==> config.mk <==
export PLATFORM = sky130hd
export DESIGN_NAME = mp4_signature_sniffer_unit_flat
export DESIGN_NICKNAME = d
export VERILOG_FILES = /design/src/rtl/mp4s_pkg.sv /design/src/rtl/mp4s_if.sv /design/src/rtl/mp4s_step.sv /design/src/rtl/mp4_signature_sniffer_unit.sv /design/src/flat_wrapper.sv
export SDC_FILE = /design/constraint.sdc
export NUM_CORES = 1
export LEC_CHECK = 0
export BUFFER_PORTS_ARGS = -buffer_cell sky130_fd_sc_hd__buf_4
export CORE_UTILIZATION = 35
export CTS_BUF_LIST = sky130_fd_sc_hd__clkbuf_4
export DETAILED_ROUTE_END_ITERATION = 8
export GPL_TIMING_DRIVEN = 0
export PLACE_DENSITY_LB_ADDON = 0.05
export SYNTH_ARGS = -nofsm -noshare
export SYNTH_HDL_FRONTEND = slang
export SYNTH_SLANG_ARGS = --single-unit
export TNS_END_PERCENT = 1
==> constraint.sdc <==
create_clock -name clk -period 13.3 [get_ports clk]
set_clock_uncertainty 0.2 [all_clocks]
set_input_delay 1.995 -clock clk [delete_from_list [all_inputs] [get_ports clk]]
set_output_delay 1.995 -clock clk [all_outputs]
set_load 0.02 [all_outputs]
==> src/rtl/mp4s_pkg.sv <==
// Shared types and constants for the MP4 signature sniffer.
// Holds the sniffer state record, the byte item and step result types, and brand codes.
// No dependencies; mp4s_step and the top level refer to it by scoped names.
package mp4s_pkg;

    // Header layout
    localparam int unsigned MIN_HEADER_SIZE = 12;
    localparam int unsigned FIRST_BRAND_POS = 16;
    localparam int unsigned BRAND_LEN       = 4;

    // "ftyp" box type, one byte per position 4..7
    localparam logic [7:0] FTYP_F = 8'h66;
    localparam logic [7:0] FTYP_T = 8'h74;
    localparam logic [7:0] FTYP_Y = 8'h79;
    localparam logic [7:0] FTYP_P = 8'h70;

    // Brand codes, first three bytes of a brand
    localparam logic [23:0] BRAND_MP4 = 24'h6D7034;
    localparam logic [23:0] BRAND_QT  = 24'h717420;
    localparam logic [23:0] BRAND_ISO = 24'h69736F;

    typedef struct packed {
        logic [31:0] byte_position;
        logic [31:0] box_length;
        logic        header_ok;
        logic [23:0] brand_hold;
        logic        verdict_given;
    } mp4s_state_t;

    typedef struct packed {
        logic [7:0] data_byte;
        logic       first_byte;
        logic       last_byte;
    } mp4s_item_t;

    typedef struct packed {
        logic valid;
        logic is_mp4;
    } mp4s_result_t;

    localparam mp4s_state_t STATE_RESET = '{
        byte_position: 32'd0,
        box_length:    32'd0,
        header_ok:     1'b1,
        brand_hold:    24'd0,
        verdict_given: 1'b0
    };

    // Expected "ftyp" byte for the low two bits of the position
    function automatic logic [7:0] ftyp_byte(input logic [1:0] sel);
        logic [7:0] val;
        unique case (sel)
            2'd0: val = FTYP_F;
            2'd1: val = FTYP_T;
            2'd2: val = FTYP_Y;
            2'd3: val = FTYP_P;
            default: val = FTYP_F;
        endcase
        return val;
    endfunction

endpackage

==> src/rtl/mp4s_if.sv <==
// Valid/ready channel interfaces for the MP4 signature sniffer.
// mp4s_byte_if carries stream bytes in, mp4s_verdict_if carries verdicts out.
// No dependencies.
interface mp4s_byte_if;
    logic       valid;
    logic       ready;
    logic [7:0] data_byte;
    logic       first_byte;
    logic       last_byte;

    modport source (output valid, output data_byte, output first_byte, output last_byte,
                    input ready);
    modport sink   (input valid, input data_byte, input first_byte, input last_byte,
                    output ready);
endinterface

interface mp4s_verdict_if;
    logic valid;
    logic ready;
    logic is_mp4;

    modport source (output valid, output is_mp4, input ready);
    modport sink   (input valid, input is_mp4, output ready);
endinterface

==> src/rtl/mp4s_step.sv <==
// Per-byte decision logic of the MP4 signature sniffer.
// Takes the current state and one byte item, gives the next state and any verdict.
// Depends on mp4s_pkg.
module mp4s_step (
    input  mp4s_pkg::mp4s_state_t  state,
    input  mp4s_pkg::mp4s_item_t   item,
    input  logic                   allow_extra_brands,
    output mp4s_pkg::mp4s_state_t  state_next,
    output mp4s_pkg::mp4s_result_t result
);

    localparam logic [31:0] HEADER_DECIDE_POS = 32'(mp4s_pkg::MIN_HEADER_SIZE - 1);
    localparam logic [31:0] FIRST_CHECK_POS   = 32'(mp4s_pkg::FIRST_BRAND_POS - 1);
    localparam logic [31:0] FIRST_MATCH_POS   =
        32'(mp4s_pkg::FIRST_BRAND_POS + mp4s_pkg::BRAND_LEN - 1);

    mp4s_pkg::mp4s_state_t cur;
    logic [31:0] q;
    logic [32:0] q_plus_one;
    logic        brand_hit;
    logic        decided;
    logic        decided_val;

    // Restart on a first-byte mark
    assign cur = item.first_byte ? mp4s_pkg::STATE_RESET : state;
    assign q   = cur.byte_position;
    assign q_plus_one = {1'b0, q} + 33'd1;

    // Brand compare on the three held bytes
    assign brand_hit = (cur.brand_hold == mp4s_pkg::BRAND_MP4) ||
                       (allow_extra_brands && ((cur.brand_hold == mp4s_pkg::BRAND_QT) ||
                                               (cur.brand_hold == mp4s_pkg::BRAND_ISO)));

    always_comb
    begin
        state_next  = cur;
        decided     = 1'b0;
        decided_val = 1'b0;
        result      = '0;
        if (!cur.verdict_given)
        begin
            // Check header fields and brand positions
            if (q < 32'd4)
            begin
                state_next.box_length = {cur.box_length[23:0], item.data_byte};
                if ((q == 32'd3) && (item.data_byte[1:0] != 2'd0))
                begin
                    state_next.header_ok = 1'b0;
                end
            end
            else if (q < 32'd8)
            begin
                if (item.data_byte != mp4s_pkg::ftyp_byte(q[1:0]))
                begin
                    state_next.header_ok = 1'b0;
                end
            end
            else if (q == HEADER_DECIDE_POS)
            begin
                if (!cur.header_ok)
                begin
                    decided = 1'b1;
                end
                else if (cur.brand_hold == mp4s_pkg::BRAND_MP4)
                begin
                    decided     = 1'b1;
                    decided_val = 1'b1;
                end
            end
            else if ((q >= FIRST_CHECK_POS) && (q[1:0] == 2'd3))
            begin
                if ((q >= FIRST_MATCH_POS) && brand_hit)
                begin
                    decided     = 1'b1;
                    decided_val = 1'b1;
                end
                else if (q_plus_one >= {1'b0, cur.box_length})
                begin
                    decided = 1'b1;
                end
            end

            // Shift the byte into the brand window
            state_next.brand_hold = {cur.brand_hold[15:0], item.data_byte};

            // Close out a stream that ends undecided
            if (!decided && item.last_byte)
            begin
                decided = 1'b1;
            end

            if (decided)
            begin
                state_next.verdict_given = 1'b1;
                result.valid  = 1'b1;
                result.is_mp4 = decided_val;
            end
            else
            begin
                state_next.byte_position = q_plus_one[31:0];
            end
        end
    end

endmodule

==> src/rtl/mp4_signature_sniffer_unit.sv <==
// Top level of the MP4 signature sniffer: input register, state, result register.
// Depends on mp4s_pkg, mp4s_if (mp4s_byte_if, mp4s_verdict_if) and mp4s_step.
//
// Usage:
//   bytes   : valid/ready channel of stream bytes, one per item, with first_byte
//             and last_byte marks. first_byte restarts the sniffer at byte 0.
//   verdict : valid/ready channel carrying is_mp4, one item per stream, issued at
//             byte 11, at a brand boundary, or at the last_byte mark.
//   cfg_wr_en / cfg_wr_data : write allow_extra_brands (reset 1); write only
//             while the block is idle.
// Throughput: one byte per cycle while the verdict channel is not stalled; the accepted
//   byte sits in an input register and the decision logic updates the state and result
//   register once the result slot is free. A verdict is presented from the result register.
// Reset: clears the input and result registers and returns the state to byte 0
//   with the header marked good; bytes after reset without first_byte continue
//   that fresh stream.
// Stall: while a verdict waits, the input register holds and bytes is not ready
//   once it is full; nothing is dropped. Bytes after a verdict are absorbed
//   silently until the next first_byte.
module mp4_signature_sniffer_unit (
    input  logic                  clk,
    input  logic                  rst_n,
    mp4s_byte_if.sink             bytes,
    mp4s_verdict_if.source        verdict,
    input  logic                  cfg_wr_en,
    input  logic                  cfg_wr_data
);

    logic                   allow_extra_brands_reg;
    logic                   s1_valid_reg;
    logic                   s1_valid_next;
    mp4s_pkg::mp4s_item_t   s1_item_reg;
    mp4s_pkg::mp4s_state_t  state_reg;
    mp4s_pkg::mp4s_state_t  state_next;
    mp4s_pkg::mp4s_result_t step_result;
    logic                   out_valid_reg;
    logic                   out_valid_next;
    logic                   out_is_mp4_reg;
    logic                   out_free;
    logic                   s1_go;
    logic                   in_fire;

    // Configuration register
    always_ff @(posedge clk or negedge rst_n)
    begin
        if (!rst_n)
        begin
            allow_extra_brands_reg <= 1'b1;
        end
        else if (cfg_wr_en)
        begin
            allow_extra_brands_reg <= cfg_wr_data;
        end
    end

    // Handshake: advance the input register whenever the result slot can take an item
    assign out_free    = !out_valid_reg || verdict.ready;
    assign s1_go       = s1_valid_reg && out_free;
    assign bytes.ready = !s1_valid_reg || out_free;
    assign in_fire     = bytes.valid && bytes.ready;

    assign s1_valid_next = in_fire ? 1'b1 : (s1_go ? 1'b0 : s1_valid_reg);

    always_ff @(posedge clk or negedge rst_n)
    begin
        if (!rst_n)
        begin
            s1_valid_reg <= 1'b0;
        end
        else
        begin
            s1_valid_reg <= s1_valid_next;
        end
    end

    // Capture the accepted item
    always_ff @(posedge clk)
    begin
        if (in_fire)
        begin
            s1_item_reg.data_byte  <= bytes.data_byte;
            s1_item_reg.first_byte <= bytes.first_byte;
            s1_item_reg.last_byte  <= bytes.last_byte;
        end
    end

    // Decision logic
    mp4s_step u_step (
        .state              (state_reg),
        .item               (s1_item_reg),
        .allow_extra_brands (allow_extra_brands_reg),
        .state_next         (state_next),
        .result             (step_result)
    );

    // Sniffer state
    always_ff @(posedge clk or negedge rst_n)
    begin
        if (!rst_n)
        begin
            state_reg <= mp4s_pkg::STATE_RESET;
        end
        else if (s1_go)
        begin
            state_reg <= state_next;
        end
    end

    // Result register: load a new verdict, drop one that was taken
    always_comb
    begin
        priority if (s1_go && step_result.valid)
        begin
            out_valid_next = 1'b1;
        end
        else if (verdict.ready)
        begin
            out_valid_next = 1'b0;
        end
        else
        begin
            out_valid_next = out_valid_reg;
        end
    end

    always_ff @(posedge clk or negedge rst_n)
    begin
        if (!rst_n)
        begin
            out_valid_reg <= 1'b0;
        end
        else
        begin
            out_valid_reg <= out_valid_next;
        end
    end

    always_ff @(posedge clk)
    begin
        if (s1_go && step_result.valid)
        begin
            out_is_mp4_reg <= step_result.is_mp4;
        end
    end

    assign verdict.valid  = out_valid_reg;
    assign verdict.is_mp4 = out_is_mp4_reg;

`ifndef SYNTHESIS
    // A verdict marks the stream as decided
    a_verdict_sets_given: assert property (@(posedge clk) disable iff (!rst_n)
        (s1_go && step_result.valid) |=> state_reg.verdict_given)
        else $error("verdict issued without marking the stream decided");

    // No second verdict for a decided stream without a restart
    a_one_verdict: assert property (@(posedge clk) disable iff (!rst_n)
        (s1_go && state_reg.verdict_given && !s1_item_reg.first_byte) |-> !step_result.valid)
        else $error("second verdict for one stream");

    // A new verdict only appears for a stream marked decided
    a_out_from_decided: assert property (@(posedge clk) disable iff (!rst_n)
        $rose(out_valid_reg) |-> state_reg.verdict_given)
        else $error("result register loaded without a decision");

    // The input register never advances into a blocked result slot
    a_no_overrun: assert property (@(posedge clk) disable iff (!rst_n)
        (out_valid_reg && !verdict.ready && s1_valid_reg) |=> (s1_valid_reg && out_valid_reg))
        else $error("item advanced past a stalled verdict");
`endif

endmodule

==> src/flat_wrapper.sv <==
// flat-port wrapper written by rule: the top's interface ports become plain ports
module mp4_signature_sniffer_unit_flat 
  (clk, rst_n, cfg_wr_en, cfg_wr_data, bytes_valid, bytes_data_byte, bytes_first_byte, bytes_last_byte, bytes_ready, verdict_valid, verdict_is_mp4, verdict_ready);
  mp4s_byte_if bytes_i ();
  mp4s_verdict_if verdict_i ();
  input  logic clk;
  input  logic rst_n;
  input  logic cfg_wr_en;
  input  logic cfg_wr_data;
  input wire logic [$bits(bytes_i.valid)-1:0] bytes_valid;
  input wire logic [$bits(bytes_i.data_byte)-1:0] bytes_data_byte;
  input wire logic [$bits(bytes_i.first_byte)-1:0] bytes_first_byte;
  input wire logic [$bits(bytes_i.last_byte)-1:0] bytes_last_byte;
  output wire logic [$bits(bytes_i.ready)-1:0] bytes_ready;
  output wire logic [$bits(verdict_i.valid)-1:0] verdict_valid;
  output wire logic [$bits(verdict_i.is_mp4)-1:0] verdict_is_mp4;
  input wire logic [$bits(verdict_i.ready)-1:0] verdict_ready;
  assign bytes_i.valid = bytes_valid;
  assign bytes_i.data_byte = bytes_data_byte;
  assign bytes_i.first_byte = bytes_first_byte;
  assign bytes_i.last_byte = bytes_last_byte;
  assign bytes_ready = bytes_i.ready;
  assign verdict_valid = verdict_i.valid;
  assign verdict_is_mp4 = verdict_i.is_mp4;
  assign verdict_i.ready = verdict_ready;
  mp4_signature_sniffer_unit u_core (.clk(clk), .rst_n(rst_n), .bytes(bytes_i), .verdict(verdict_i), .cfg_wr_en(cfg_wr_en), .cfg_wr_data(cfg_wr_data));
endmodule
# Yosys cells after proc, flatten, opt, wreduce, memory -nomap -nowiden

Cells that the tools add are included.

$add $sub $neg: 1
Magnitude comparators: 5
Eq/ne operators: 9
Muxes and demuxes: 36
Bitwise logic cells: 1
Reductions and logical operators: 20

Operators by type and width:

| operator                                                                      | number |
|---|---|
| 90-bit 2-to-1 mux                                                             | 2 |
| 24-bit by 23-bit == test with 1-bit output, second input constant             | 3 |
| 32-bit 2-to-1 mux                                                             | 2 |
| 32-bit by 1-bit adder with 33-bit output, second input constant               | 1 |
| 33-bit by 32-bit >= comparator with 1-bit output                              | 1 |
| 32-bit by 2-bit == test with 1-bit output, second input constant              | 1 |
| 32-bit by 4-bit == test with 1-bit output, second input constant              | 1 |
| 32-bit by 4-bit >= comparator with 1-bit output, second input constant        | 1 |
| 32-bit by 5-bit >= comparator with 1-bit output, second input constant        | 1 |
| 32-bit by 3-bit less-than comparator with 1-bit output, second input constant | 1 |
| 32-bit by 4-bit less-than comparator with 1-bit output, second input constant | 1 |
| 8-bit one-hot mux with 4 select lines                                         | 1 |
| 1-bit 2-to-1 mux                                                              | 26 |
| 8-bit 2-to-1 mux                                                              | 3 |
| 1-bit logical AND                                                             | 8 |
| 8-bit != test                                                                 | 1 |
| 2-bit nonzero test                                                            | 3 |
| 2-bit == test, second input constant                                          | 2 |
| 1-bit logical OR                                                              | 4 |
| 2-bit 2-to-1 mux                                                              | 2 |
| 4-bit OR reduction                                                            | 1 |
| 1-bit logical NOT                                                             | 3 |
| 2-bit by 1-bit == test with 1-bit output, second input constant               | 1 |
| 2-bit logical NOT                                                             | 1 |
| 1-bit NOT                                                                     | 1 |

Flip-flop bits (word level): 104
Word-level logic and storage cells: 84

# Longest topological paths before layout

Gate-level depths: netlist of run 1.

Word-level depth: 20
Depth in mapped cells: 25
Gate-level depth less buffers: 20

# By module

A second synthesis of run 1 with hierarchy kept.

Cells, all modules: 808
Area total of the unflattened synthesis: 7917.6 um2

Modules (own cells, without submodules):

| module                     | instances | cells each | area each (um2) | sequential area each (um2) |
|---|---|---|---|---|
| mp4s_step                  | 1         | 595        | 4032.6          | 0.0 |
| mp4_signature_sniffer_unit | 1         | 213        | 3885.0          | 2660.1 |

# Least setup slack after synthesis of run 1

Ideal clock, no wire load.

Path kind: flip-flop to flip-flop
From: register u_core.s1_item_reg[1] (netlist name)
To: register u_core.state_reg[79] (netlist name)
Library setup time: 121 ps
Arrival time: 5031 ps
Data required time: 12979 ps
Path slack: 7948 ps
Cell stages (with the launch flop): 26
Path buffers: 5
Path through: edfxtp_1 > buf_2 > inv_1 > clkbuf_1 > buf_1 > nand2_1 > inv_1 > ha_1 > nand2_1 > nor3_1 > nand4_1 > nor2_1 > nand3_1 > xor2_1 > nor2_1 > ha_1 > a21oi_1 > o21ai_1 > a2111oi_2 > nand4_1 > a211oi_4 > nor2_2 > o41a_1 > buf_2 > buf_6 > a22o_1

Word-level cells in the longest chain between the ends: 18

RTL lines:

| item                                                                              | line                              | text |
|---|---|---|
| start, declared                                                                   | mp4_signature_sniffer_unit.sv:32  | `mp4s_pkg::mp4s_item_t s1_item_reg;` |
| 90-bit 2-to-1 mux (*)                                                             | mp4s_step.sv:25                   | `assign cur = item.first_byte ? mp4s_pkg::STATE_RESET : state;` |
| branches (longest 16 deep; another with 32-bit by 1-bit adder with 33-bit output) | --                                |  |
| 90-bit 2-to-1 mux (*)                                                             | mp4s_step.sv:40                   | `if (!cur.verdict_given)` |
| end signal, assigned                                                              | mp4_signature_sniffer_unit.sv:101 | `state_reg <= mp4s_pkg::STATE_RESET;` |
| end signal, assigned                                                              | mp4_signature_sniffer_unit.sv:105 | `state_reg <= state_next;` |
| end, declared                                                                     | mp4_signature_sniffer_unit.sv:33  | `mp4s_pkg::mp4s_state_t state_reg;` |

Mark *: on every way between the ends. The select of a mux whose other input is x is not followed.
A chain may end at the register's enable or synchronous reset.

# Worst setup path in the final report of run 1

From: register u_core.s1_item_reg[1] (netlist name)
To: register u_core.state_reg[87] (netlist name)

Same word-level chain as after synthesis.

==> metrics.txt, run 1 <==
remaining antenna violation count 0; clock buffer depth 2; min Tclk post-route 7.17 ns; post-detail-place hpwl 13700 um; First-pass DRT Iterations 5; Layout area overhead 9.46%; number of vias in the routed layout 5228; Die ar. 18300 um^2; R2R setup slack 6.13 ns; EDFF count, synth 11; Yosys cell types 71; IO Port Bufs 18; Worst Tran Pin Value 1.21 ns; DR WL/cell 19.8 um; IO Pins 19; reg2reg path depth 25; Worst Hold Launch u_core.s1_item_reg[8]; CP required 13.54 ns; crit path kind register to register; Routability Congestion 0.803; die width 135 um; share of layout cells above drive strength 1 10.8%; Worst Path Max Fanout 10; drt drc 0; CTS tree yes; sequential cell area fraction in the yosys report 42.7%; crit path DAT 7.41 ns; CTS sink count 104; endpoints failing setup 0; syn nets 718; worst vdd ir 0.0536 mV; Initial Util 35.9%; Post-Route WL 18300 um; synth warn 0; Critical R2R Capture u_core.state_reg[87]; GRT overflow 0; dpl ws 6.20 ns; MaxCap Viol Count 0; Cell Area, Placed 6650 um^2; commonest non-fill, non-tap cells in the layout nand2_1, dfrtp_1, o21ai_0, nor2_1, ha_1; Setup crit start u_core.s1_item_reg[1]; Skew-Pair Late Insertion Delay 0.51 ns; CTS H-tree depth 3; Worst setup EP type register; Post-Synthesis Cells 667; Die Height 135 um; core outline area 17400 um^2; final hold vios 0; RSZ-0062 raised after global routing false; Final WS setup 6.13 ns; Max transition margin 19.1%; Worst R2R Start u_core.s1_item_reg[1]; Avg Inst Size Synth 9.34 um^2; max FFs per register 90; final net count 747; worst min-delay path class register to register; Total Power 0.794 mW; crit share post-route 53.9%; total global-route track usage 21.7%; setup TNS 0 ns; Worst Setup Start Kind register; Post-synth ARST share 89.4%; pin count of the biggest net entering global routing 94; initial DRC count 381; fmax 139 MHz; vias in the first global route 5247; Leakage 2.85 nW; status finished clean; commonest non-fill, non-tap cell in the layout nand2_1; Synth Flop Type dfrtp_1; Power Density 116 nW/um^2; CTS resizes 0; total CTS buffers 9; first-pass GRT wire length 29800 um; CTS root buffer clkbuf_4; clock slew at reported path FFs 0.18 ns; Hold Path Stages 2; via/cell ratio 5.63; end point of the critical path u_core.state_reg[87]; antenna violations before repair 1; Final Slew Violations 0; Seq cells post-synth 104; CTS hold repair buffers 0; design area 6820 um^2; row cnt 48; setup bufs post-CTS 0; post-synthesis instance area 6230 um^2
layout make-up:
type / count / area [um^2]
flip-flops and latches: 104 / 2660
multi-input cells: 511 / 3350
clock inverters: 7 / 100
inverters: 13 / 48.8
plain buffers: 39 / 171
well taps: 225 / 282
repair buffers: 18 / 135
diodes: 2 / 5.00
fillers: 1765 / 10500
clock buffers: 9 / 67.6
per-layer routing:
| layer | share of wire (%) | global-route usage [%] | vias up |
|---|---|---|---|
| met5 | 0 | 0 | - |
| met4 | 1.9 | 7.30 | 0 |
| met3 | 4.1 | 3.63 | 23 |
| met2 | 44 | 32.5 | 119 |
| met1 | 50 | 31.5 | 2580 |
| li1 | - | - | 2506 |
critical path, cell delays in order (launching register included):
cell       delay (ns)
edfxtp_1         0.55
buf_2            0.26
inv_1            0.26
clkbuf_1         0.48
buf_1            0.47
nand2_1          0.21
inv_1            0.13
ha_1             0.20
nand2_1          0.13
nor3_1           0.47
nand4_1          0.30
nor2_1           0.40
nand3_1          0.15
xor2_1           0.16
nor2_1           0.19
ha_1             0.29
a21oi_1          0.15
o21ai_1          0.12
a2111oi_2        0.34
nand4_1          0.21
a211oi_4         0.42
o211a_1          0.21
buf_2            0.23
buf_2            0.33
nand3b_1         0.12
o211ai_1         0.10
per-stage QoR:
step,util [%],instances,hold WS (ns)
finish,39.3,928,0.336
global route,39.3,928,0.367
CTS,39.3,926,0.339
detailed placement,38.3,910,0.281
global placement,38.3,910,0.287
floorplan,-,667,0.254
worst min path at each step:
stage	to	slack, ns
6_report	u_core.state_reg[7]	0.34
4_1_cts	u_core.state_reg[7]	0.34
5_1_grt	u_core.state_reg[33]	0.37
3_3_place_gp	u_core.state_reg[23]	0.29
3_5_place_dp	u_core.state_reg[7]	0.28
2_1_floorplan	u_core.state_reg[8]	0.25
cells in the mapped netlist (2+ instances only):
| cell type | number | area [um^2] |
|---|---|---|
| a21oi_1 | 18 | 90.1 |
| a211o_1 | 2 | 17.5 |
| nor3_1 | 9 | 45.0 |
| nand2_1 | 109 | 409 |
| a22o_1 | 19 | 166 |
| nand3_1 | 27 | 135 |
| o21ai_0 | 50 | 250 |
| mux2i_1 | 2 | 20.0 |
| or3_1 | 4 | 25.0 |
| nor2b_1 | 10 | 62.6 |
| nor4_1 | 14 | 87.6 |
| nor4bb_1 | 2 | 20.0 |
| o211ai_1 | 3 | 22.5 |
| nand4_1 | 17 | 106 |
| buf_4 | 2 | 15.0 |
| nand3b_1 | 3 | 22.5 |
| mux2_2 | 10 | 113 |
| nor2_2 | 2 | 12.5 |
| buf_1 | 5 | 18.8 |
| edfxtp_1 | 11 | 330 |
| dfrtp_1 | 91 | 2280 |
| xor2_1 | 16 | 140 |
| o21ai_1 | 3 | 15.0 |
| nor2_1 | 41 | 154 |
| a221oi_1 | 2 | 17.5 |
| inv_1 | 13 | 48.8 |
| nand2b_1 | 4 | 25.0 |
| dfstp_2 | 2 | 52.6 |
| ha_1 | 35 | 438 |
| a31oi_1 | 2 | 12.5 |
| or2_2 | 2 | 12.5 |
| clkbuf_1 | 23 | 86.3 |
| o31ai_1 | 24 | 180 |
| buf_2 | 8 | 40.0 |
| xnor2_1 | 19 | 166 |
| nand4b_1 | 3 | 26.3 |
| and3_1 | 7 | 43.8 |
| a21o_1 | 2 | 15.0 |
| a22oi_1 | 19 | 143 |
power by group:
group	leakage, nW	switching (mW)	internal, mW
logic	1.43	0.117	0.0716
registers	1.34	0.0465	0.370
clock network	0.0886	0.125	0.0634
total	2.85	0.289	0.505
logic make-up (layout without fill, tap and decap cells):
logic type / after synthesis / in the layout / synth area share (%)
DFF: 104 / 104 / 42.7
xor gates and xnor gates: 35 / 35 / 4.92
adders and majority gates: 35 / 35 / 7.03
AOI/OAI and AO/OA: 161 / 161 / 17.9
other: 0 / 2 / 0
buffers and inverters: 52 / 86 / 3.53
muxes: 12 / 12 / 2.13
and+or+nand+nor: 268 / 268 / 21.8
(Power assumes the default switching activity.)
==> run 2, diff against run 1 <==
ABC_AREA = 1   (was not set)
clock period = 7.12 ns   (was 13.3 ns; I/O delays follow)
==> metrics.txt, run 2 <==
CP required 7.35 ns; GRT overflow 0; pin count of the biggest net entering global routing 94; synth warn 0; remaining antenna violation count 0; crit path DAT 5.88 ns; clock slew at reported path FFs 0.19 ns; crit path kind register to register; Max transition margin 35.7%; initial DRC count 491; clock buffer depth 2; CTS root buffer clkbuf_4; Power Density 275 nW/um^2; Avg Inst Size Synth 7.25 um^2; top area cells in the synthesized netlist dfrtp_1, nand2_1, ha_1, inv_1, nor2_1; CTS resizes 0; core outline area 20200 um^2; drt drc 0; EDFF count, synth 11; Die Height 145 um; Final Slew Violations 0; CTS tree yes; Synth Flop Type dfrtp_1; CTS sink count 104; dpl ws 1.54 ns; post-synthesis instance area 7200 um^2; hold_ws 0.238 ns; CTS H-tree depth 3; vias in the first global route 6336; Layout area overhead 8.91%; IO Pins 19; worst vdd ir 0.111 mV; syn nets 1045; crit share post-route 79.3%; Placed Cells 1282; Final WS setup 1.47 ns; setup TNS 0 ns; row cnt 52; antenna violations before repair 1; min Tclk post-route 5.65 ns; number of vias in the routed layout 6671; sequential cell area fraction in the yosys report 36.9%; final net count 1075; CP max-delay cell edfxtp_1; Seq cells post-synth 104; Post-Synthesis Cells 994; MaxCap Viol Count 0; commonest non-fill, non-tap cells in the layout nand2_1, inv_1, nor2_1, dfrtp_1, o21ai_0; die width 145 um; post-detail-place hpwl 17900 um; share of layout cells above drive strength 1 8.36%; Worst Path Max Fanout 10; most used cell, CP nand2_1; Worst R2R Start u_core.s1_item_reg[1]; worst min-delay path class input pin to async pin; total global-route track usage 23.4%; total CTS buffers 9; Yosys cell types 51; Leakage 3.74 nW; endpoints failing setup 0; First-pass DRT Iterations 7; max FFs per register 90; Non-Filler Instances 1301; Routability Congestion 0.968; first-pass GRT wire length 37700 um; final hold vios 0; Worst setup EP type register; area leader, netlist dfrtp_1; Die ar. 21200 um^2; Setup crit start u_core.s1_item_reg[1]; Worst Setup Start Kind register; Worst Tran Pin Value 0.961 ns; setup bufs post-CTS 0; post-synth top area share 31.6%; top cells by count, synth nand2_1, inv_1, nor2_1; most common cell in the synthesized netlist nand2_1; Post-synth ARST share 89.4%; Post-Route WL 23900 um; via/cell ratio 5.13; Initial Util 35.6%; Worst path max stage delay 0.42 ns; Total Power 2.16 mW; commonest non-fill, non-tap cell in the layout nand2_1; IO Port Bufs 18; Skew-Pair Late Insertion Delay 0.51 ns; RSZ-0062 raised after global routing false; status finished clean; DR WL/cell 18.3 um; CTS hold repair buffers 0; fmax 177 MHz
==> run 2: metrics by stage <==
| step | area, um^2 | util (%) |
|---|---|---|
| 6_report | 7850 | 38.8 |
| 3_5_place_dp | 7680 | 37.9 |
| 3_3_place_gp | 7680 | 37.9 |
| 2_1_floorplan | 7200 | - |
| 4_1_cts | 7810 | 38.6 |
| 5_1_grt | 7850 | 38.8 |
==> run 2: path summary, 6_finish.rpt <==
kind / endpoint / slack [ns] / cells past startpoint
setup / recovery: u_core.state_reg[81] / 1.47 / 31
hold / removal: u_core.state_reg[72] / 0.24 / 1
setup reg to reg: u_core.state_reg[81] / 1.47 / 31
hold reg to reg: u_core.state_reg[25] / 0.30 / 2
max in group asynchronous: u_core.state_reg[25] / 5.80 / 2
min in group clk: u_core.state_reg[25] / 0.30 / 2
==> run 2: power by group <==
group          internal, mW  leakage, nW  total (mW)  switching [mW]
clock                0.0799       0.0697       0.325           0.246
combinational         0.319         2.35       0.951           0.632
sequential            0.769         1.32       0.881           0.113
==> run 2: cell type report <==
cell class / count / area, um^2
Fill cell: 2184 / 12400
Multi-Input combinational cell: 737 / 3900
Sequential cell: 104 / 2660
Inverter: 112 / 423
Tap cell: 270 / 338
Buffer: 41 / 221
Timing Repair Buffer: 19 / 166
Clock buffer: 9 / 67.6
Clock inverter: 7 / 65.1
Antenna cell: 2 / 5.00
==> run 2: cells by family after synthesis <==
logic type               after synthesis  share of synthesized area, %
XOR/XNOR                              23                          2.80
multiplexers                           1                         0.156
AO/OA/AOI/OAI                        160                          13.4
AND/OR/NAND/NOR                      518                          31.7
adder cells (fa/ha/maj)               35                          6.08
buffers and inverters                153                          8.95
flip-flops                           104                          36.9
==> run 2: critical path: cells and delay by family, from the launching register on <==
kind | cells | cell delay, ns
flops | 1 | 0.42
xor+xnor | 1 | 0.28
buf+inv | 5 | 0.89
compound gates | 1 | 0.30
fa+ha+maj | 2 | 0.60
simple gates | 22 | 2.87
==> run 2: layer usage <==
metal	part of all wire [%]	GRT usage [%]	vias up	routed length [um]
li1	-	-	3321	-
met1	48	32.5	3168	11400
met2	47	38.4	151	11200
met3	3.2	2.51	31	753
met4	2.1	7.16	0	507
met5	0	0	-	0
==> run 3, diff against run 2 <==
clock period = 4.56 ns   (was 7.12 ns; I/O delays follow)
==> metrics.txt, run 3 (synthesized netlist as in run 2, its figures left out) <==
CTS H-tree depth 3; most used cell, CP nand2_1; Placed Cells 1282; First-pass DRT Iterations 4; Routability Congestion 0.968; vias in the first global route 6647; Worst path max stage delay 0.42 ns; Total Power 3.57 mW; crit path kind register to register; Max transition margin 36.9%; Final Slew Violations 0; dpl ws -1.02 ns; busiest grt layer met2; GR Util met3 3.07%; Worst Setup Start Kind register; Skew-Pair Late Insertion Delay 0.52 ns; CP max-delay cell edfxtp_1; worst min-delay path class input pin to register; Final WS setup 0.0876 ns; CTS root buffer clkbuf_4; via/cell ratio 5.13; Power Density 409 nW/um^2; fmax 224 MHz; pin count of the biggest net entering global routing 94; remaining antenna violation count 0; final net count 1122; antenna violations before repair 1; clock slew at reported path FFs 0.20 ns; CTS sink count 104; Non-Filler Instances 1347; Worst Tran Pin Value 0.943 ns; initial DRC count 474; design area 8710 um^2; post-detail-place hpwl 17900 um; endpoints failing setup 0; Layout area overhead 20.9%; total global-route track usage 24.3%; MaxCap Viol Count 0; final hold vios 0; die width 145 um; hold_ws 0.107 ns; Leakage 4.11 nW; GRT overflow 0; CP required 4.79 ns; Final Util 43.0%; commonest non-fill, non-tap cells in the layout nand2_1, inv_1, dfrtp_1, nor2_1, a21oi_1; row cnt 52; commonest non-fill, non-tap cell in the layout nand2_1; drt drc 0; global-route track usage on met2 39.7%; total CTS buffers 9; core outline area 20200 um^2; first-pass GRT wire length 39100 um; R2R setup slack 0.09 ns; crit path DAT 4.70 ns; Worst setup EP type register; grt met1 use 33.4%; Initial Util 35.6%; CTS tree yes; number of vias in the routed layout 6913; min Tclk post-route 4.47 ns; max FFs per register 90; Die Height 145 um; Worst Path Max Fanout 7; Die ar. 21200 um^2; IO Pins 19; worst vdd ir 0.184 mV; IO Port Bufs 18; RSZ-0062 raised after global routing true; status finished clean; setup TNS 0 ns; share of layout cells above drive strength 1 17.8%; clock buffer depth 2; Post-Route WL 24900 um; crit share post-route 98.1%; Cell Area, Placed 7680 um^2; DR WL/cell 18.5 um
run 3: changes by cell type in the layout (fill, tap and decap cells not counted), moves of 4 or more:
cell / delta
buf_4: +32
o21ai_1: +4
nand3_1: -7
nor2_1: -14
nor2_4: +11
nand2_2: +8
xor2_2: +8
nand3_4: +4
nand3_2: +4
xor2_1: -8
o21ai_0: -7
nand2_1: -11
buf_12: +7
run 3: final timing paths:
kind                                       start                            end  cells after the start
setup / recovery           u_core.s1_item_reg[1]           u_core.state_reg[63]                     30
hold / removal                         cfg_wr_en  u_core.allow_extra_brands_reg                      2
setup reg to reg           u_core.s1_item_reg[1]           u_core.state_reg[63]                     30
hold reg to reg             u_core.state_reg[25]           u_core.state_reg[25]                      2
max in group asynchronous                  rst_n           u_core.state_reg[25]                      3
min in group asynchronous                  rst_n           u_core.state_reg[72]                      2
run 3: timing repair:
item / 4_1_cts / 5_1_grt
endpoints found under the hold margin: 0 / 38
buffers inserted: 36 / 9
hold buffers: 0 / 1
resized for setup: 51 / 58
gates cloned: 3 / 1
pin swaps: 36 / 46
setup endpoints to repair: 35 / 35
run 3: layer usage:
metal / vias up / part of all wire [%]
met5: - / 0
met4: 0 / 3.0
met3: 49 / 4.1
met2: 155 / 47
met1: 3297 / 46
li1: 3412 / -
run 3: cell type report:
type / instances / area [um^2]
sequential: 104 / 2660
timing repair buffer: 66 / 643
inverter: 112 / 425
multi-input combinational: 738 / 4250
fill: 2126 / 11500
clock inverter: 7 / 65.1
antenna: 1 / 2.50
buffer: 40 / 256
clock buffer: 9 / 67.6
tap: 270 / 338
run 3: power breakdown:
| part | switching [mW] | internal (mW) | total (mW) |
|---|---|---|---|
| Sequential | 0.179 | 1.20 | 1.38 |
| Clock | 0.388 | 0.125 | 0.512 |
| Combinational | 1.07 | 0.605 | 1.68 |
| Total | 1.64 | 1.93 | 3.57 |
run 3: critical path: cells and delay by family (launching register included):
| family | cells | cell delay (ns) |
|---|---|---|
| buffers and inverters | 8 | 1.01 |
| AO/OA/AOI/OAI | 3 | 0.46 |
| AND/OR/NAND/NOR | 16 | 1.63 |
| flip-flops | 1 | 0.42 |
| XOR/XNOR | 1 | 0.19 |
| adder cells (fa/ha/maj) | 2 | 0.48 |
